<file path="src/hdl/egb_pkg.sv">
// shared types and constants of the epsilon-greedy bandit agent
`timescale 1ns / 1ps

package egb_pkg;

    // configuration port
    localparam int CFG_IDX_W  = 3;
    localparam int CFG_DATA_W = 17;

    localparam logic [CFG_IDX_W-1:0] REG_EPSILON      = 3'd0;
    localparam logic [CFG_IDX_W-1:0] REG_SAMPLE_AVG   = 3'd1;
    localparam logic [CFG_IDX_W-1:0] REG_STEP_ALPHA   = 3'd2;
    localparam logic [CFG_IDX_W-1:0] REG_MOVE_COUNT   = 3'd3;
    localparam logic [CFG_IDX_W-1:0] REG_ACTION_COUNT = 3'd4;
    localparam logic [CFG_IDX_W-1:0] REG_BLOCK_MODE   = 3'd5;

    // opcodes
    localparam logic OP_PROPOSE = 1'b0;
    localparam logic OP_OUTCOME = 1'b1;

    // q1.16 one and dividend width of the shared divider
    localparam logic [16:0] Q_ONE = 17'h10000;
    localparam int DVD_W = 48;

    // controller to datapath commands
    typedef struct packed {
        logic load;
        logic scan_clr;
        logic scan_rd;
        logic pick;
        logic sel_best;
        logic rd_last;
        logic ofetch;
        logic div_rt;
        logic tgt_div;
        logic diff;
        logic div_cnt;
        logic mul;
        logic delta_mul;
        logic delta_div;
        logic upd;
        logic div_act;
        logic res_load;
    } egb_cmd_t;

    // datapath to controller status
    typedef struct packed {
        logic op;
        logic explore;
        logic scan_last;
        logic rt_div;
        logic samp;
        logic div_busy;
        logic out_hold;
    } egb_sts_t;

endpackage

</file>
<file path="src/hdl/egb_ctrl.sv">
// controller state machine sequencing proposals and outcomes
`timescale 1ns / 1ps

module egb_ctrl (
    input  logic              clk,
    input  logic              rst_n,
    input  logic              in_valid,
    output logic              in_ready,
    input  egb_pkg::egb_sts_t sts,
    output egb_pkg::egb_cmd_t cmd
);

    import egb_pkg::*;

    typedef enum logic [4:0] {
        S_IDLE,
        S_DECODE,
        S_PICK,
        S_SCAN,
        S_SCANW,
        S_SEL,
        S_OFETCH,
        S_RTGO,
        S_RTWAIT,
        S_DIFF,
        S_CNTGO,
        S_CNTWAIT,
        S_MUL,
        S_MULD,
        S_UPD,
        S_ADGO,
        S_ADWAIT,
        S_OUTW
    } state_t;

    state_t state_reg;
    state_t state_next;

    // next state
    always_comb
    begin
        state_next = state_reg;
        unique case (state_reg)
            S_IDLE:    if (in_valid) state_next = S_DECODE;
            S_DECODE:
            begin
                if (sts.op == OP_OUTCOME)
                    state_next = S_OFETCH;
                else if (sts.explore)
                    state_next = S_PICK;
                else
                    state_next = S_SCAN;
            end
            S_PICK:    state_next = S_ADGO;
            S_SCAN:    if (sts.scan_last) state_next = S_SCANW;
            S_SCANW:   state_next = S_SEL;
            S_SEL:     state_next = S_ADGO;
            S_OFETCH:  state_next = sts.rt_div ? S_RTGO : S_DIFF;
            S_RTGO:    state_next = S_RTWAIT;
            S_RTWAIT:  if (!sts.div_busy) state_next = S_DIFF;
            S_DIFF:    state_next = sts.samp ? S_CNTGO : S_MUL;
            S_CNTGO:   state_next = S_CNTWAIT;
            S_CNTWAIT: if (!sts.div_busy) state_next = S_UPD;
            S_MUL:     state_next = S_MULD;
            S_MULD:    state_next = S_UPD;
            S_UPD:     state_next = S_ADGO;
            S_ADGO:    state_next = S_ADWAIT;
            S_ADWAIT:  if (!sts.div_busy) state_next = S_OUTW;
            S_OUTW:    if (!sts.out_hold) state_next = S_IDLE;
            default:   state_next = S_IDLE;
        endcase
    end

    // commands
    always_comb
    begin
        cmd           = '0;
        cmd.load      = (state_reg == S_IDLE) && in_valid;
        cmd.scan_clr  = (state_reg == S_DECODE);
        cmd.scan_rd   = (state_reg == S_SCAN);
        cmd.pick      = (state_reg == S_PICK);
        cmd.sel_best  = (state_reg == S_SEL);
        cmd.rd_last   = (state_reg == S_DECODE) && (sts.op == OP_OUTCOME);
        cmd.ofetch    = (state_reg == S_OFETCH);
        cmd.div_rt    = (state_reg == S_RTGO);
        cmd.tgt_div   = (state_reg == S_RTWAIT) && !sts.div_busy;
        cmd.diff      = (state_reg == S_DIFF);
        cmd.div_cnt   = (state_reg == S_CNTGO);
        cmd.delta_div = (state_reg == S_CNTWAIT) && !sts.div_busy;
        cmd.mul       = (state_reg == S_MUL);
        cmd.delta_mul = (state_reg == S_MULD);
        cmd.upd       = (state_reg == S_UPD);
        cmd.div_act   = (state_reg == S_ADGO);
        cmd.res_load  = (state_reg == S_OUTW) && !sts.out_hold;
    end

    // state register
    always_ff @(posedge clk or negedge rst_n)
    begin
        if (!rst_n)
            state_reg <= S_IDLE;
        else
            state_reg <= state_next;
    end

    assign in_ready = (state_reg == S_IDLE);

endmodule

</file>
<file path="config.mk">
export PLATFORM = sky130hd
export DESIGN_NAME = egb_ctrl
export DESIGN_NICKNAME = d
export VERILOG_FILES = /design/src/hdl/egb_pkg.sv /design/src/hdl/egb_ctrl.sv
export SDC_FILE = /design/constraint.sdc
export NUM_CORES = 1
export LEC_CHECK = 0
export BUFFER_PORTS_ARGS = -buffer_cell sky130_fd_sc_hd__buf_2
export CELL_PAD_IN_SITES_DETAIL_PLACEMENT = 0
export CELL_PAD_IN_SITES_GLOBAL_PLACEMENT = 2
export CORE_UTILIZATION = 22
export CTS_BUF_LIST = sky130_fd_sc_hd__clkbuf_8
export CTS_CLUSTER_SIZE = 8
export DETAILED_ROUTE_END_ITERATION = 8
export HOLD_SLACK_MARGIN = 0.03
export PLACE_DENSITY_LB_ADDON = 0.1
export SLEW_MARGIN = 0
export SYNTH_ARGS = -nofsm -noshare
export SYNTH_HDL_FRONTEND = slang
export SYNTH_SLANG_ARGS = --single-unit
</file>
<file path="constraint.sdc">
create_clock -name clk -period 1.5 [get_ports clk]
set_input_delay 0.225 -clock clk [delete_from_list [all_inputs] [get_ports clk]]
set_output_delay 0.225 -clock clk [all_outputs]
set_load 0.02 [all_outputs]
</file>
# Word-level counts from Yosys, hierarchy flattened
# Index checks and enable logic that the tools add are counted.
[totals] reg_bits=5 input_bits=10 output_inout_bits=18
[op_classes] eq_ne=23 muxes=11 n_reduce_logical=10
[ops] op="5-bit case mux with 16 select lines" n=1
[ops] op="5-bit by 4-bit equality test with 1-bit output, second input constant" n=8
[ops] op="5-bit 2-to-1 mux" n=6
[ops] op="5-bit by 3-bit equality test with 1-bit output, second input constant" n=4
[ops] op="2-bit != test, second input constant" n=6
[ops] op="5-bit by 2-bit equality test with 1-bit output, second input constant" n=2
[ops] op="5-bit equality test, second input constant" n=2
[ops] op="3-bit 2-to-1 mux" n=2
[ops] op="6-bit AND reduction" n=1
[ops] op="5-bit by 1-bit equality test with 1-bit output, second input constant" n=1
[ops] op="1-bit logical AND" n=5
[ops] op="5-bit zero test" n=1
[ops] op="4-bit 2-to-1 mux" n=1
[ops] op="3-bit OR reduction" n=1
[ops] op="1-bit zero test" n=2
[ops] op="1-bit 2-to-1 mux" n=1

# Longest topological paths before layout
[logic_depth] word_depth=3 ltp_mapped=6 mapped_depth_nobuf=4

# Least setup slack after synthesis
# Ideal clock, no wire load.
[synth_timing] path_kind="reg-to-output" start="register state_reg[4]" end="output cmd[16] (netlist bit)" t_arrival_ns=1.726 required_ns=1.275 path_slack_ns=-0.451 stages_incl_launch_ff=5 n_path_buf=1 path_cell_list="dfrtp_1 > buf_4 > or3_4 > nor3_1 > and2_1"
[synth_lines] item="start, declared" line_no="egb_ctrl.sv:36" text="state_t state_reg;"
[synth_lines] item="start signal, assigned" line_no="egb_ctrl.sv:103" text="state_reg <= state_next;"
[synth_lines] item="end, declared" line_no="egb_ctrl.sv:10" text="output egb_pkg::egb_cmd_t cmd"

==> impl_summary.txt <==
----------------------------------------------------
[Floorplan]
  Area enclosed by the die boundary ... 2940 um2
  DIE WIDTH ... 54.3 um
  Core Region ... roughly 2500 um2
  FP Rows ... 18
  Initial core utilization ... 23.8%
  Height of the die ... about 54 um
  I/O pin total ... 28

[Cells and area]
  Diode insertion count for antenna repair ... 0
  Post-layout net count ... 149
  Share of final-layout standard cells stronger than drive strength 1 ... 75.4%
  Area grow syn2layout ... 125%
  Max FFs per register ... 5
  Cell area after layout ... 1350 um2
  Final std cells w/o fill ... 168
  Commonest cells after routing, fill and taps aside ... buf_4 (29), buf_6 (22), buf_2 (11), nor2_4 (6)
  Most common library cell in the layout ignoring fill and taps ... buf_4
  # fillers ... 244
  Post-layout util ... 53.5%

[Worst setup path]
  CP endpoint kind ... output port
  Worst reg2reg path startpoint ... state_reg[4]
  Endpoint required time on the critical path ... approximately 1.3 ns
  Slowest CP cell ... or3_4
  Max stage delay on crit path ... 0.44 ns
  Number of cell instances on the worst register-to-register path ... 5
  CP Max Fanout ... 4
  Setup slack on the worst flop-to-flop path ... -0.19 ns
  Crit path kind ... reg -> out
  Cell-by-cell listing of the critical path ... or3_4 > nor3_4 > and2_4 > buf_6
  Data arrival time of the critical path ... 1.49 ns
  Type of origin of the critical path ... flop
  Endpoint of the lowest-slack register-to-register path ... state_reg[1]

[Place]
  Placed Cells incl. Taps ... 150
  Placement Cell Area ... 970 um2
  Number of buffers inserted by port buffering ... 27
  Half-perimeter wire length of the detailed placement result ... about 1600 um
  GP Congestion ... between 0.7 and 0.8

[Power]
  Switch share ... 44.4%
  P_int ... 1.73 mW
  Leakage power ... 0.602 nW
  Worst ir drop on vdd ... 0.00106 V
  Power density of the placed cells ... 2300 nW/um2
  Clock group share of total power ... 8.1%
  Switching power summed over all nets ... 1.38 mW
  Sequential cell fraction of total power ... 11.2%
  Comb pwr share ... 80.7%
  Total power ... 3.11 mW

[Timing]
  Worst-case clock skew ... 0.00407 ns
  Total count of max-transition violations in the final report ... 0
  Worst Max-Slew Pin Slew ... 0.269 ns
  Max_slew headroom ... 82.0%
  Final critical-path share of the clock period ... 114%
  Crit path time final ... 1.72 ns
  Final Hold Fails ... 0
  Unrepaired setup endpoints after global routing ... yes
  Slack of the critical path ... -0.216 ns
  Peak clock frequency supported by timing ... between 0.5 and 0.6 GHz
  Setup tns final ... -2.87 ns
  Final setup violation count ... 22

[Yosys]
  Post-synthesis instance area ... 601 um2
  Cells taking the most area after synthesis ... dfrtp_1 (21%), nor2_1 (8.1%), nor3_1 (5.0%)
  Proportion of synthesized chip area in sequential cells ... a little over a fifth
  Cell type with the highest aggregate area in the netlist ... dfrtp_1
  Post-synthesis cell count ... between 70 and 80
  Number of distinct library cells after synthesis ... 35
  Warnings from Yosys ... 0
  Mean cell area of the mapped netlist ... 7.70 um2
  Seq cells post-synth ... 5
  Post-Syn Nets ... about 90
  Share of async-settable or async-resettable flops after synthesis ... 100%
  Share of Yosys cell area claimed by the top area cell type ... 20.8%
  Number of flops mapped to enable cells by yosys ... 0
  Post-synth top flop ... dfrtp_1

[Routing]
  Remaining number of nets flagged by the antenna check after routing ... 0
  Total wire length ... 2300 um
  Via count normalized by instance count ... 4.74
  DRC Markers ... 0
  Drt first-iter violations ... 3
  Detail-routed net length per standard cell ... 13.7 um
  Vias ... 797
  Number of detailed-routing iterations run before antenna repair ... 3

[Job]
  Max Cap Viol ... 0

[Outcome]
  Failing checks ... negative setup slack
  Run status ... finished with violations

[Clocking]
  Clock root buffer ... clkbuf_8
  CTS tree ... done
  Clock latency reported for the late side of the worst-skew pair ... approximately 0.23 ns
  Deepest clock path buffer count ... 2
  Clk slew on worst S/H paths ... 0.04 ns
  Number of buffers inserted during clock tree synthesis ... 3
  H-tree Lvls ... 1
  Clk sink count ... 5

[GRT]
  Number of antenna violations at the first check in global routing ... 0
  Wire length of the first global-routing pass ... 3620 um
  GRT Residual Overflow ... 0
  Largest net degree at the start of global routing ... 13
  Number of global-route vias before repair ... about 760
  GRT Util Overall ... 17.4%

[Hold path]
  Worst min path class ... in -> async

----------------------------------------------------
==> through the flow <==
stage	setup WS, ns	hold WS, ns
3_3_place_gp	-0.126	0.0503
3_5_place_dp	-0.139	0.0456
5_1_grt	-0.268	0.360
6_report	-0.216	0.343
4_1_cts	-0.229	0.348
2_1_floorplan	-0.131	-0.0706
==> cells in the mapped netlist (2+ instances only) <==
| cell type | number |
|---|---|
| nor3_1 | 6 |
| nand2_1 | 5 |
| o31ai_1 | 3 |
| dfrtp_1 | 5 |
| clkbuf_1 | 3 |
| nand2b_1 | 2 |
| and2_1 | 3 |
| nand3_1 | 3 |
| o21ai_0 | 3 |
| inv_1 | 3 |
| a211oi_1 | 2 |
| a2bb2oi_1 | 2 |
| a31o_2 | 2 |
| nor2_1 | 13 |
| buf_2 | 3 |
==> metal layers <==
metal / up-vias / wire (um) / GRT usage (%)
met5: - / 0 / 0
met4: 0 / 34 / 7.69
met3: 4 / 72 / 0.833
met2: 21 / 1140 / 28.0
met1: 369 / 1050 / 23.7
li1: 403 / - / -
==> final cells by class <==
cell class	count	area, um2	share of cell area, %
clock buffer	3	41.3	3.06
clock inverter	1	3.75	0.278
inverter	3	11.3	0.834
multi-input combinational	62	576	42.6
sequential	5	130	9.64
tap	30	37.5	2.78
timing repair buffer	64	551	40.8
==> critical path: cells and delay by family, from the launching register on <==
kind | cells | cell delay [ns]
simple gates | 3 | 0.73
flops | 1 | 0.43
buf+inv | 1 | 0.10
==> timing repair <==
item                       in CTS  in global routing
gates resized for setup        39                 29
setup buffers                   8                  7
pin swaps                       9                  5
hold endpoints to repair        5                  0
setup endpoints to repair      22                 22
hold buffers                    1                  0
==> worst max-delay path by stage <==
stage | from | slack, ns | end
finish | state_reg[3] | -0.22 | cmd[16]
detailed placement | state_reg[4] | -0.14 | state_reg[1]
global placement | state_reg[4] | -0.13 | state_reg[1]
floorplan | state_reg[4] | -0.13 | cmd[16]
CTS | state_reg[4] | -0.23 | cmd[16]
global route | state_reg[3] | -0.27 | cmd[16]
==> power by group through the flow <==
stage	Sequential, mW	Clock [mW]	Combinational [mW]
final	0.349	0.251	2.51
after global routing	0.355	0.262	2.71
after CTS	0.355	0.254	2.16
after detailed placement	0.345	0	1.79
after global placement	0.334	0	1.82
after floorplan	0.241	0	1.19
==> cells by family (layout without fill, tap and decap cells) <==
group / after synthesis / count (layout) / share of synthesized area, %
AO/OA/AOI/OAI: 19 / 19 / 27.3
AND/OR/NAND/NOR: 40 / 40 / 36.9
flip-flops: 5 / 5 / 20.8
buffers and inverters: 11 / 71 / 9.37
XOR/XNOR: 1 / 1 / 1.46
multiplexers: 2 / 2 / 4.17
Power figures use the tool's default switching activity.
